===== config.mk =====
export PLATFORM = sky130hd
export DESIGN_NAME = sof_length_sum_frame_receiver_top
export DESIGN_NICKNAME = d
export VERILOG_FILES = /design/src/hw/rtl/slsfr_pkg.sv /design/src/hw/rtl/sof_length_sum_frame_receiver_top.sv
export SDC_FILE = /design/constraint.sdc
export NUM_CORES = 1
export LEC_CHECK = 0
export BUFFER_PORTS_ARGS = -buffer_cell sky130_fd_sc_hd__buf_2
export CAP_MARGIN = 40
export CELL_PAD_IN_SITES_DETAIL_PLACEMENT = 1
export CELL_PAD_IN_SITES_GLOBAL_PLACEMENT = 2
export CORE_MARGIN = 2
export CORE_UTILIZATION = 37
export DETAILED_ROUTE_END_ITERATION = 12
export GPL_ROUTABILITY_DRIVEN = 1
export PLACE_DENSITY = 0.82
export RECOVER_POWER = 50
export SYNTH_ARGS = -nofsm -noshare
export SYNTH_HDL_FRONTEND = slang
export SYNTH_SLANG_ARGS = --single-unit

===== constraint.sdc =====
create_clock -name clock -period 3.6 [get_ports clock]
set_input_delay 0.36 -clock clock [delete_from_list [all_inputs] [get_ports clock]]
set_output_delay 0.36 -clock clock [all_outputs]
set_load 0.02 [all_outputs]

===== src/hw/rtl/slsfr_pkg.sv =====
`default_nettype none

package slsfr_pkg;

   localparam int unsigned BYTE_W      = 8;
   localparam int unsigned STATUS_W    = 3;
   localparam int unsigned HEADER_BYTES = 2;

   localparam logic [BYTE_W-1:0] START_RESET = 8'h7F;
   localparam logic [BYTE_W-1:0] MIN_BODY    = 8'd2;

   typedef enum logic [1:0] {
      PH_FIRST  = 2'd0,
      PH_LENGTH = 2'(HEADER_BYTES - 1),
      PH_BODY   = 2'(HEADER_BYTES)
   } phase_type;

   typedef enum logic [STATUS_W-1:0] {
      ST_BODY      = 3'd0,
      ST_GOOD      = 3'd1,
      ST_BAD_START = 3'd2,
      ST_BAD_SUM   = 3'd3,
      ST_SHORT     = 3'd4
   } status_type;

endpackage

`default_nettype wire


===== src/hw/rtl/sof_length_sum_frame_receiver_top.sv =====
// Path: an accepted byte is held in the input register, then moves to the response register.
// Throughput: one byte per cycle while rsp_ready drains the response register, set by the input register feeding it.
// The start byte and a good length byte produce no response transaction; a header error
// produces one at the length byte.
// Reset (synchronous, active high) clears both stages, the frame state and sets the
// start value to 0x7F; no clearing pass is needed.
`default_nettype none

module sof_length_sum_frame_receiver_top (
   input  wire logic                            clock,
   input  wire logic                            reset,
   // request channel: one received byte per transaction
   input  wire logic                            req_valid,
   output logic                                 req_ready,
   input  wire logic [slsfr_pkg::BYTE_W-1:0]    req_rx_byte,
   // response channel
   output logic                                 rsp_valid,
   input  wire logic                            rsp_ready,
   output logic [slsfr_pkg::BYTE_W-1:0]         rsp_data_byte,
   output logic [slsfr_pkg::BYTE_W-1:0]         rsp_position,
   output logic                                 rsp_last,
   output logic [slsfr_pkg::STATUS_W-1:0]       rsp_status,
   output logic [slsfr_pkg::BYTE_W-1:0]         rsp_payload_length,
   // configuration write channel: start-of-frame byte value
   input  wire logic                            csr_valid,
   output logic                                 csr_ready,
   input  wire logic [slsfr_pkg::BYTE_W-1:0]    csr_start_value
);

   // configuration register
   logic [slsfr_pkg::BYTE_W-1:0] start_value_ff;

   // input stage: holds the accepted byte until the response stage can take it
   logic                         in_valid_ff;
   logic [slsfr_pkg::BYTE_W-1:0] in_byte_ff;

   // frame state
   slsfr_pkg::phase_type         phase_ff, phase_in;
   logic                         start_matched_ff, start_matched_in;
   logic [slsfr_pkg::BYTE_W-1:0] body_length_ff, body_length_in;
   logic [slsfr_pkg::BYTE_W-1:0] byte_count_ff, byte_count_in;
   logic [slsfr_pkg::BYTE_W-1:0] running_sum_ff, running_sum_in;

   // response stage
   logic                         rsp_valid_ff;
   logic [slsfr_pkg::BYTE_W-1:0] data_byte_ff, data_byte_in;
   logic [slsfr_pkg::BYTE_W-1:0] position_ff, position_in;
   logic                         last_ff, last_in;
   slsfr_pkg::status_type        status_ff, status_in;
   logic [slsfr_pkg::BYTE_W-1:0] payload_length_ff, payload_length_in;
   logic                         emit_in;

   logic                         advance;
   logic [slsfr_pkg::BYTE_W-1:0] sum_next;
   logic [slsfr_pkg::BYTE_W-1:0] count_next;

   // Advance the held byte whenever the response register is free or being drained.
   assign advance   = in_valid_ff && (!rsp_valid_ff || rsp_ready);
   assign req_ready = !in_valid_ff || advance;
   assign csr_ready = 1'b1;

   assign sum_next   = running_sum_ff + in_byte_ff;
   assign count_next = byte_count_ff + 8'd1;

   // Next frame state for the byte in the input stage.
   always_comb begin
      phase_in         = phase_ff;
      start_matched_in = start_matched_ff;
      body_length_in   = body_length_ff;
      byte_count_in    = byte_count_ff;
      running_sum_in   = running_sum_ff;
      unique case (phase_ff)
         slsfr_pkg::PH_LENGTH: begin
            phase_in = slsfr_pkg::PH_FIRST;
            // enter the body only for a matched start and a usable length
            if (start_matched_ff && (in_byte_ff >= slsfr_pkg::MIN_BODY)) begin
               phase_in       = slsfr_pkg::PH_BODY;
               body_length_in = in_byte_ff;
               byte_count_in  = '0;
               running_sum_in = '0;
            end
         end
         slsfr_pkg::PH_BODY: begin
            running_sum_in = sum_next;
            byte_count_in  = count_next;
            if (count_next == body_length_ff) begin
               phase_in = slsfr_pkg::PH_FIRST;
            end
         end
         default: begin
            // first header byte; the unused phase code lands here too
            start_matched_in = (in_byte_ff == start_value_ff);
            phase_in         = slsfr_pkg::PH_LENGTH;
         end
      endcase
   end

   // Response fields for the byte in the input stage.
   always_comb begin
      emit_in           = 1'b0;
      data_byte_in      = '0;
      position_in       = '0;
      last_in           = 1'b0;
      status_in         = slsfr_pkg::ST_BODY;
      payload_length_in = '0;
      unique case (phase_ff)
         slsfr_pkg::PH_LENGTH: begin
            // drop the length byte; report header errors
            if (!start_matched_ff) begin
               emit_in   = 1'b1;
               last_in   = 1'b1;
               status_in = slsfr_pkg::ST_BAD_START;
            end else if (in_byte_ff < slsfr_pkg::MIN_BODY) begin
               emit_in   = 1'b1;
               last_in   = 1'b1;
               status_in = slsfr_pkg::ST_SHORT;
            end
         end
         slsfr_pkg::PH_BODY: begin
            emit_in      = 1'b1;
            data_byte_in = in_byte_ff;
            position_in  = byte_count_ff;
            if (count_next == body_length_ff) begin
               last_in = 1'b1;
               if (sum_next == '0) begin
                  status_in         = slsfr_pkg::ST_GOOD;
                  payload_length_in = body_length_ff - slsfr_pkg::MIN_BODY;
               end else begin
                  status_in = slsfr_pkg::ST_BAD_SUM;
               end
            end
         end
         default: begin
            emit_in = 1'b0;
         end
      endcase
   end

   // control registers
   always_ff @(posedge clock) begin
      if (reset) begin
         start_value_ff   <= slsfr_pkg::START_RESET;
         in_valid_ff      <= 1'b0;
         rsp_valid_ff     <= 1'b0;
         phase_ff         <= slsfr_pkg::PH_FIRST;
         start_matched_ff <= 1'b0;
         body_length_ff   <= '0;
         byte_count_ff    <= '0;
         running_sum_ff   <= '0;
      end else begin
         if (csr_valid && csr_ready) begin
            start_value_ff <= csr_start_value;
         end
         if (req_valid && req_ready) begin
            in_valid_ff <= 1'b1;
         end else if (advance) begin
            in_valid_ff <= 1'b0;
         end
         if (advance) begin
            rsp_valid_ff     <= emit_in;
            phase_ff         <= phase_in;
            start_matched_ff <= start_matched_in;
            body_length_ff   <= body_length_in;
            byte_count_ff    <= byte_count_in;
            running_sum_ff   <= running_sum_in;
         end else if (rsp_ready) begin
            rsp_valid_ff <= 1'b0;
         end
      end
   end

   // payload registers
   always_ff @(posedge clock) begin
      if (req_valid && req_ready) begin
         in_byte_ff <= req_rx_byte;
      end
      if (advance) begin
         data_byte_ff      <= data_byte_in;
         position_ff       <= position_in;
         last_ff           <= last_in;
         status_ff         <= status_in;
         payload_length_ff <= payload_length_in;
      end
   end

   assign rsp_valid          = rsp_valid_ff;
   assign rsp_data_byte      = data_byte_ff;
   assign rsp_position       = position_ff;
   assign rsp_last           = last_ff;
   assign rsp_status         = status_ff;
   assign rsp_payload_length = payload_length_ff;

endmodule

`default_nettype wire

# Yosys cells after proc, flatten, opt, wreduce, memory -nomap -nowiden
# Cells that the tools add are included.
# Widths: inputs -> output; s select.
dict set report word_totals {
  inputBits 21
  word_cells 63
  register_bits 73
  output_inout_bits 31
}
dict set report classes {
  n_eq_ne 6
  addsub 3
  bitwise 1
  muxes 20
  n_reduce_logical 17
  order_cmp 2
}
# operator n
set ops {}
lappend ops {{$pmux 8 s2} 2}
lappend ops {{$eq 8x8->1} 2}
lappend ops {{$reduce_and 3->1} 3}
lappend ops {{$add 8x1->8 const B} 1}
lappend ops {{$add 8x8->8} 1}
lappend ops {{$ge 8x2->1 const B} 1}
lappend ops {{$logic_not 8->1} 1}
lappend ops {{$lt 8x2->1 const B} 1}
lappend ops {{$mux 2} 4}
lappend ops {{$mux 8} 1}
lappend ops {{$sub 8x2->8 const B} 1}
lappend ops {{$mux 1} 7}
lappend ops {{$mux 3} 2}
lappend ops {{$pmux 3 s2} 1}
lappend ops {{$reduce_bool 2->1} 3}
lappend ops {{$ne 2x2->1 const B} 2}
lappend ops {{$pmux 1 s2} 2}
lappend ops {{$pmux 2 s2} 1}
lappend ops {{$reduce_and 2->1} 2}
lappend ops {{$logic_and 1x1->1} 3}
lappend ops {{$eq 2x1->1 const B} 1}
lappend ops {{$eq 2x2->1 const B} 1}
lappend ops {{$logic_not 1->1} 2}
lappend ops {{$logic_or 1x1->1} 2}
lappend ops {{2 further kinds} 2}

# Longest topological paths before layout
# Gate-level depths: netlist (run 1).
dict set report logic_depth {
  depth_word 6
  ltp_mapped 9
  depth_no_buf 8
}

# Least setup slack after synthesis (run 1)
# No wires, ideal clock.
dict set report synth_path {
  path_kind {reg2reg}
  start {register rsp_valid_ff, in the netlist rsp_valid}
  end {register byte_count_ff[6] (netlist name)}
  setup_ns 0.128
  required_time_ns 3.472
  path_stages_with_launch 7
  n_path_buf 0
  period_less_slack_ns 2.913
  slack_ns 0.687
  t_arrival_ns 2.786
  cell_sequence {dfxtp_1 nor2b_1 nor2_1 nand3_2 mux2_1 a21oi_1 nor2_1}
}
dict set report synth_between {
  elab_chain_cells 4
}
# item line_no
set synth_lines {}
lappend synth_lines {{from (decl)} sof_length_sum_frame_receiver_top.sv:45} ;# logic rsp_valid_ff;
lappend synth_lines {{from (signal assigned)} sof_length_sum_frame_receiver_top.sv:160} ;# rsp_valid_ff <= emit_in;
lappend synth_lines {{$logic_not 1->1} sof_length_sum_frame_receiver_top.sv:58} ;# assign advance = in_valid_ff && (!rsp_valid_ff || rsp_ready);
lappend synth_lines {{$logic_or 1x1->1} sof_length_sum_frame_receiver_top.sv:58}
lappend synth_lines {{$logic_and 1x1->1} sof_length_sum_frame_receiver_top.sv:58}
lappend synth_lines {{via advance} sof_length_sum_frame_receiver_top.sv:53} ;# logic advance;
lappend synth_lines {{$reduce_and 3->1 (no line)} n/a}
lappend synth_lines {{to (signal assigned)} sof_length_sum_frame_receiver_top.sv:164} ;# byte_count_ff <= byte_count_in;
lappend synth_lines {{to (decl)} sof_length_sum_frame_receiver_top.sv:41} ;# logic [slsfr_pkg::BYTE_W-1:0] byte_count_ff, byte_count_in;
# The timed path passes the listed nets, and every way through them passes these cells.
# A chain may end at the register's enable or synchronous reset.

# Final worst setup path (run 1)
dict set report layout_path {
  start {register in_byte_ff[0] (netlist name)}
  end {register status_ff[1], in the netlist rsp_status[1], data pin}
}
dict set report layout_between {
  elab_chain_cells 5
}
# item line_no
set layout_lines {}
lappend layout_lines {{from (decl)} sof_length_sum_frame_receiver_top.sv:35} ;# logic [slsfr_pkg::BYTE_W-1:0] in_byte_ff;
lappend layout_lines {{from (signal assigned)} sof_length_sum_frame_receiver_top.sv:175} ;# in_byte_ff <= req_rx_byte;
lappend layout_lines {{$add 8x8->8} sof_length_sum_frame_receiver_top.sv:62} ;# assign sum_next = running_sum_ff + in_byte_ff;
lappend layout_lines {{$logic_not 8->1} sof_length_sum_frame_receiver_top.sv:125} ;# if (sum_next == '0) begin
lappend layout_lines {{$mux 2} sof_length_sum_frame_receiver_top.sv:125}
lappend layout_lines {{$mux 2} sof_length_sum_frame_receiver_top.sv:123} ;# if (count_next == body_length_ff) begin
lappend layout_lines {{$pmux 3 s2} sof_length_sum_frame_receiver_top.sv:106} ;# unique case (phase_ff)
lappend layout_lines {{via status_in[1]} sof_length_sum_frame_receiver_top.sv:49} ;# slsfr_pkg::status_type status_ff, status_in;
lappend layout_lines {{to (signal assigned)} sof_length_sum_frame_receiver_top.sv:181} ;# status_ff <= status_in;
lappend layout_lines {{to (decl)} sof_length_sum_frame_receiver_top.sv:49}
# The timed path passes the listed nets, and every way through them passes these cells.

==> results by group, run 1 <==
Die
  – Die H: 102 µm
  – Initial Util: 0.383
  – # rows: 35
  – Core Box Area: 9280 µm²
  – Die area: just over 10000 µm²
  – IO Count: 52
  – Die W: ~100 µm

Timing
  – Tcrit/Tclk final: 0.807
  – Worst Tran Pin Value: 1.93 ns
  – Setup TNS: 0 ns
  – Period minus WS final: approximately 2.9 ns
  – RSZ-0062 raised after global routing: no
  – Fmax: 344 MHz
  – Pins Over Slew Limit: 40
  – Final setup vio count: 0
  – Final Hold Fails: 0
  – Slew headroom: -0.288
  – Fin Clk Skew: between 0.01 and 0.015 ns

Clocking
  – Clock root buffer: clkbuf_8
  – Hold_buf cts: 0
  – Clock latency on the worst-skew pair: around 0.34 ns
  – Post_cts resized: 0
  – H-Tree Depth: 3
  – CTS tree: built
  – TritonCTS Buffers: 9
  – Max clock buf depth: 2
  – Clock transition at path regs: roughly 0.080 ns
  – Sink Count: between 70 and 80
  – Post-CTS setup repair buffer count: 0

Power
  – Total power after layout: 1.78 mW
  – Switching Share: 0.220
  – Sw Pwr: a little under 0.4 mW
  – Int Pwr: roughly 1.4 mW
  – Clk network pwr share: 0.432
  – Lkg Pwr: around 1.5 nW
  – Sequential Power Share: 0.513
  – Pwr/cell area: roughly 430 nW/µm²
  – Worst IR Drop VDD: slightly below 0.2 mV
  – Combinational cell fraction of total power: 0.055

Critical path
  – Worst-case reg-to-reg path depth: 8
  – Critical path capture point type: flop
  – Critical Path RT: roughly 3.7 ns
  – CP max-delay cell: edfxtp_1
  – Crit-path max FO: 9
  – Setup CP Type: flop to flop
  – CP cell instances: ha_1 > fa_1 > a211oi_1 > o21bai_1 > a21oi_1 > xor2_1 > nand4_1 > a22o_1
  – Crit path DAT: 3.00 ns
  – Max stage delay on crit path: approximately 0.45 ns
  – Startpoint types: flop

Synth
  – Synth area leader: edfxtp_1
  – EDFF count, synth: 36
  – Main synth FF type: dfxtp_1
  – Register area share after synthesis: 0.513
  – Synth Area per Inst: 10.6 µm²
  – YS warnings: 0
  – Synth top area share: 0.304
  – Syn_nets: ~370
  – Mapped Area: roughly 3600 µm²
  – Mapped Cells: around 340
  – Synth top area cells: edfxtp_1, dfxtp_1, xnor2_1
  – #FFs+latches synth: 73
  – Distinct cells, synth: 53
  – Ys async rst share: 0

Status
  – Failing checks: capacitance limit, slew limit
  – Status: complete, but fails checks

Global routing
  – Gr busiest metal: met2
  – First-pass GRT wire length: approximately 14000 µm
  – Met1 Use GR: 0.233
  – Met2 usage in global routing: 0.298
  – Vias in the first global route: between 2000 and 3000
  – Gr ovfl total: 0
  – Antenna violations before repair: 0
  – GRT Total Usage: 0.179
  – M3 GR Usage: 0.0287
  – Largest net degree at the start of global routing: 40

Routing
  – Drt pass-1 iters: 4
  – Drt wl/cell: around 16 µm
  – DR vias/cell: between 5 and 6
  – DRT antenna net count: 0
  – Via count: 2638
  – WL final: around 8600 µm
  – DRC errors left: 0
  – 1st-iter DRT viols: 67

Job
  – Max-cap violations: 1

Min path
  – Hold Path Stages: 1
  – Hold WC Path Type: primary input to flop

Cells and area
  – Layout cells sized above 1: 0.121
  – Layout Cells excl Fill: between 500 and 600
  – # fillers: between 1000 and 1500
  – Multi-input combinational cell area: approximately 1600 µm²
  – Fin nets: roughly 420
  – FF/Latch Area: around 1800 µm²
  – Area grow syn2layout: 15.5%
  – Ant diodes: 0

Placed design
  – Cells after DPL: 503
  – Detailed placement HPWL: ~6200 µm
  – IO buf count: 50
  – GP Congestion: 0.818
==> metal layers <==
metal	vias up	share of wire	wire, µm
li1	1297	-	-
met1	1290	0.48	4100
met2	42	0.48	4090
met3	9	0.027	234
met4	0	0.016	137
met5	-	0	0
==> synth_stat cells (all sizes together) (8+ instances only) <==
master  instances
nor2b           9
a21oi          32
inv             8
nand2          27
dfxtp          37
ha             11
nor2           17
edfxtp         36
o21ai           8
nand3          17
xnor2          18
nor3           14
a211o           9
xor2           15
clkbuf          9
and2           19
==> kinds of logic after synthesis <==
| kind of cell | count (synthesis) | share of synthesized area |
|---|---|---|
| AOI/OAI and AO/OA | 65 | 0.124 |
| xor gates and xnor gates | 33 | 0.0814 |
| adders and majority gates | 12 | 0.0444 |
| buffers and inverters | 23 | 0.0313 |
| DFF | 73 | 0.513 |
| muxes | 4 | 0.0120 |
| other | 1 | 0.00106 |
| and+or+nand+nor | 125 | 0.193 |
==> critical path: cells and delay by family, from the launching register on <==
family | cells | cell delay, ns
compound gates | 4 | 0.91
fa+ha+maj | 2 | 0.70
flops | 1 | 0.45
simple gates | 1 | 0.40
xor+xnor | 1 | 0.21
==> worst paths after layout <==
path / from / end / slack (ns)
worst max register to register: in_byte_ff[0]$_DFFE_PP_ / rsp_status[1]$_DFFE_PP_ / 0.69
worst min register to register: running_sum_ff[4]$_SDFFE_PP0P_ / running_sum_ff[4]$_SDFFE_PP0P_ / 0.48
worst min-delay path: req_rx_byte[7] / in_byte_ff[7]$_DFFE_PP_ / 0.19
worst max-delay path: in_byte_ff[0]$_DFFE_PP_ / rsp_status[1]$_DFFE_PP_ / 0.69
==> through the flow <==
step | instance area (µm²) | utilization | hold slack [ns] | setup WS (ns)
2_1_floorplan | 3550 | - | 0.452 | 0.687
3_3_place_gp | 3910 | 0.421 | 0.466 | 0.899
3_5_place_dp | 3910 | 0.421 | 0.479 | 0.718
4_1_cts | 4140 | 0.446 | 0.174 | 0.712
5_1_grt | 4100 | 0.442 | 0.169 | 0.540
6_report | 4100 | 0.442 | 0.194 | 0.695
==> flip-flops by register name, summed over array words and instances (netlist names), 2 cells and up <==
signal              count
rsp_data_byte           8
rsp_position            8
phase_ff                2
start_value_ff          8
body_length_ff          8
rsp_status              3
rsp_payload_length      8
in_byte_ff              8
byte_count_ff           8
running_sum_ff          8
==> cell type report <==
class,count,area share
flip-flops and latches,73,0.444
inverters,8,0.00732
clock inverters,6,0.0262
repair buffers,53,0.0573
well taps,129,0.0393
clock buffers,10,0.0311
multi-input cells,240,0.395
==> power groups by stage <==
stage | Sequential, mW | Clock (mW) | Combinational [mW]
3_5_place_dp | 0.931 | 0 | 0.102
2_1_floorplan | 0.938 | 0 | 0.0540
3_3_place_gp | 0.929 | 0 | 0.0987
6_report | 0.911 | 0.767 | 0.0981
5_1_grt | 0.914 | 0.824 | 0.109
4_1_cts | 0.911 | 0.788 | 0.102
==> layout by cell type (no fill, tap or decap), types with 4 or more instances in the layout <==
cell / n
a211o_1: 9
a21o_1: 4
a21oi_1: 29
and2_1: 18
buf_2: 20
clkbuf_1: 31
clkbuf_8: 9
dfxtp_1: 37
edfxtp_1: 36
ha_1: 11
inv_1: 8
nand2_1: 27
nand3_1: 16
nor2_1: 16
nor2b_1: 9
nor3_1: 13
o21ai_1: 6
xnor2_1: 18
xor2_1: 15
Power figures use the tool's default switching activity.
==> run 2, diff against run 1 <==
--- a/config.mk
+++ b/config.mk
@@ -5,12 +5,13 @@
 export SDC_FILE = /design/constraint.sdc
 export NUM_CORES = 1
 export LEC_CHECK = 0
+export ABC_AREA = 1
 export BUFFER_PORTS_ARGS = -buffer_cell sky130_fd_sc_hd__buf_2
 export CAP_MARGIN = 40
 export CELL_PAD_IN_SITES_DETAIL_PLACEMENT = 1
 export CELL_PAD_IN_SITES_GLOBAL_PLACEMENT = 2
 export CORE_MARGIN = 2
-export CORE_UTILIZATION = 37
+export CORE_UTILIZATION = 35
 export DETAILED_ROUTE_END_ITERATION = 12
 export GPL_ROUTABILITY_DRIVEN = 1
 export PLACE_DENSITY = 0.82
==> constraint.sdc (replaced) <==
create_clock -name clock -period 2.7 [get_ports clock]
set_input_delay 0.27 -clock clock [delete_from_list [all_inputs] [get_ports clock]]
set_output_delay 0.27 -clock clock [all_outputs]
set_load 0.02 [all_outputs]
==> run 2 against run 1 <==
  * The flow now finishes without violations
  * Synthesized cell count is 24% higher
  * Register-to-register slack worse by 0.37 ns
  * Cell area is 1.9% higher
  * Clock power is 16% higher
  * Critical endpoint is now rsp_payload_length[0]$_SDFFCE_PN0P_
  * Largest cell class unchanged
  * Largest power group unchanged
==> results by group, run 2 <==
Status
  – Status: complete, no violations

Critical path
  – Crit-path max FO: 9 (unchanged)
  – Critical Path Start: in_byte_ff[0]$_DFFE_PP_
  – Worst path bufs/invs: 0 (unchanged)
  – Crit path DAT: 2.55 ns (-0.45 ns)
  – R2r startpoint: in_byte_ff[0]$_DFFE_PP_
  – Startpoint types: flop
  – CP max-delay cell: edfxtp_1
  – Critical path capture point type: flop
  – CP cell instances: ha_1 > fa_1 > xnor2_1 > nand4_1 > nor2_1 > nand4_2 > nor3_1
  – Critical Path RT: 2.87 ns (-0.82 ns)
  – CP top delay family: simple AND/OR/NAND/NOR gates
  – Setup CP Type: flop to flop
  – Max stage delay on crit path: 0.46 ns (about the same)

Timing
  – Final setup vio count: 0 (unchanged)
  – Worst Tran Pin Value: 1.05 ns (-0.882 ns)
  – Slack of the critical path: 0.326 ns (-0.369 ns)
  – Period minus WS final: 2.37 ns (-0.531 ns)
  – Tcrit/Tclk final: 0.879 (+0.0724)
  – Final Hold Fails: 0 (unchanged)
  – Fin Clk Skew: 0.0137 ns (-0.000302 ns)
  – Slew headroom: 0.300 (+0.588)
  – RSZ-0062 raised after global routing: no
  – Pins Over Slew Limit: 0 (-100%)
  – Fmax: 421 MHz (+22%)
  – Setup TNS: 0 ns (unchanged)
  – WHS: 0.0867 ns (-0.107 ns)

Routing
  – WL final: 9100 µm (+6.2%)
  – DR vias/cell: 4.80 (-5.5%)
  – DRT antenna net count: 0 (unchanged)
  – Via count: 2925 (+11%)
  – DRC errors left: 0 (unchanged)
  – 1st-iter DRT viols: 65 (-3.0%)
  – Drt pass-1 iters: 4 (unchanged)
  – Drt wl/cell: 14.9 µm (-9.5%)

Synth
  – Main synth FF type: dfxtp_1
  – Synth top area cells: edfxtp_1, dfxtp_1, nand2_1
  – Distinct cells, synth: 36 (-32%)
  – Synth top cells by count: nand2_1, inv_1, nand3_1, dfxtp_1, edfxtp_1
  – EDFF count, synth: 36 (unchanged)
  – Mapped Area: 3640 µm² (+2.4%)
  – Top-count cell post-synth: nand2_1
  – Syn_nets: 448 (+21%)
  – Synth top area share: 0.297 (-0.00722)
  – #FFs+latches synth: 73 (unchanged)
  – Synth area leader: edfxtp_1
  – Register area share after synthesis: 0.501 (-0.0122)
  – Synth Area per Inst: 8.77 µm² (-17%)
  – YS warnings: 0 (unchanged)
  – Ys async rst share: 0 (unchanged)
  – Mapped Cells: 415 (+24%)

Clocking
  – Clock root buffer: clkbuf_8
  – H-Tree Depth: 3 (unchanged)
  – Sink Count: 73 (unchanged)
  – Post_cts resized: 0 (unchanged)
  – TritonCTS Buffers: 9 (unchanged)
  – Max clock buf depth: 2 (unchanged)
  – Clock latency on the worst-skew pair: 0.36 ns (+0.02 ns)
  – Post-CTS setup repair buffer count: 0 (unchanged)
  – Hold_buf cts: 0 (unchanged)
  – Clock transition at path regs: 0.08 ns (about the same)
  – CTS tree: built

Die
  – Die H: 106 µm (+3.9%)
  – Die W: 106 µm (+3.9%)
  – # rows: 37 (+5.7%)
  – Core Box Area: 10200 µm² (+10%)
  – Die area: 11200 µm² (+8.0%)
  – Initial Util: 0.356 (-0.0270)
  – IO Count: 52 (unchanged)

Cells and area
  – Cell area after layout: 4180 µm² (+1.9%)
  – Leading cell types in the layout, fill and taps excluded: nand2_1, inv_1, nand3_1, dfxtp_1, edfxtp_1
  – Ant diodes: 0 (unchanged)
  – Layout cells sized above 1: 0.135 (+0.0148)
  – Layout Cells excl Fill: 609 (+17%)
  – Area grow syn2layout: 14.9%
  – # fillers: 1226 (+15%)
  – Final core utilization: 0.409 (-0.0333)
  – Commonest non-fill, non-tap cell in the layout: nand2_1
  – Fin nets: 501 (+20%)

Global routing
  – Gr busiest metal: met2
  – Met2 usage in global routing: 0.289 (-0.00817)
  – M3 GR Usage: 0.0386 (+0.00990)
  – Met1 Use GR: 0.227 (-0.00619)
  – Largest net degree at the start of global routing: 33 (-18%)
  – Vias in the first global route: 3048 (+12%)
  – Antenna violations before repair: 0 (unchanged)
  – GRT Total Usage: 0.175 (-0.00357)
  – First-pass GRT wire length: 15100 µm (+7.4%)
  – Gr ovfl total: 0 (unchanged)

Placed design
  – IO buf count: 50 (unchanged)
  – Detailed placement HPWL: 6750 µm (+8.9%)
  – Post-DP Area: 4010 µm² (+2.7%)
  – GP Congestion: 0.815 (-0.40%)
  – Pre-CTS WS: 0.337 ns (-0.381 ns)
  – Cells after DPL: 593 (+18%)

Power
  – Worst IR Drop VDD: 0.213 mV (+11%)
  – Total power after layout: 2.32 mW (+31%)
  – Pwr/cell area: 556 nW/µm² (+28%)
  – Lkg Pwr: 1.78 nW (+19%)

Min path
  – Hold WC Path Type: primary input to flop
  – Hold Startpoint: req_rx_byte[4]

Job
  – Max-cap violations: 0 (-1)
==> run 2: cell count changes after synthesis, moves of 4 or more <==
cell,delta
a211o_1,-9
a21o_1,-4
a21oi_1,+6
and2_1,-18
inv_1,+39
nand2_1,+77
nand2_2,+5
nand3_1,+23
nand4_1,+6
nor2b_1,-9
nor3_1,-4
o21ai_0,+10
o21ai_1,-6
xnor2_1,-13
==> run 2: worst reg2reg max path: cells and delay by family, from the launching register on <==
kind                       cells  cell delay, ns
and+or+nand+nor                4            0.81
xor gates and xnor gates       1            0.25
DFF                            1            0.46
adders and majority gates      2            0.68
==> run 2: cells by family (layout without fill, tap and decap cells) <==
family | after synthesis | count (layout) | synth area share
AND/OR/NAND/NOR | 200 | 200 | 0.271
flip-flops | 73 | 73 | 0.501
buffers and inverters | 63 | 121 | 0.0746
AO/OA/AOI/OAI | 49 | 49 | 0.0688
XOR/XNOR | 17 | 17 | 0.0409
adder cells (fa/ha/maj) | 12 | 12 | 0.0433
other | 1 | 1 | 0.00103
==> run 2: metal layers <==
layer	wire, µm	part of all wire
met1	4410	0.48
met4	132	0.015
met5	0	0
met2	4260	0.47
met3	295	0.032
==> run 2: layout make-up <==
cell class	count	area (µm²)	area share
inverters	50	188	0.0449
well taps	136	170	0.0407
clock inverters	5	53.8	0.0129
repair buffers	55	250	0.0599
flip-flops and latches	73	1820	0.436
clock buffers	11	151	0.0362
multi-input cells	279	1550	0.370
==> run 2: path summary, 6_finish.rpt <==
check                                                           end  slack [ns]  cells after the start
worst min register to register       running_sum_ff[5]$_SDFFE_PP0P_        0.48                      2
worst min-delay path                        in_byte_ff[4]$_DFFE_PP_        0.09                      1
worst max register to register  rsp_payload_length[0]$_SDFFCE_PN0P_        0.33                      7
worst max-delay path            rsp_payload_length[0]$_SDFFCE_PN0P_        0.33                      7
==> run 2: where the power goes <==
group | leakage, nW | total [mW] | internal (mW) | switching [mW]
clock | 0.109 | 0.891 | 0.474 | 0.417
combinational | 1.02 | 0.207 | 0.0670 | 0.140
sequential | 0.652 | 1.23 | 1.20 | 0.0264
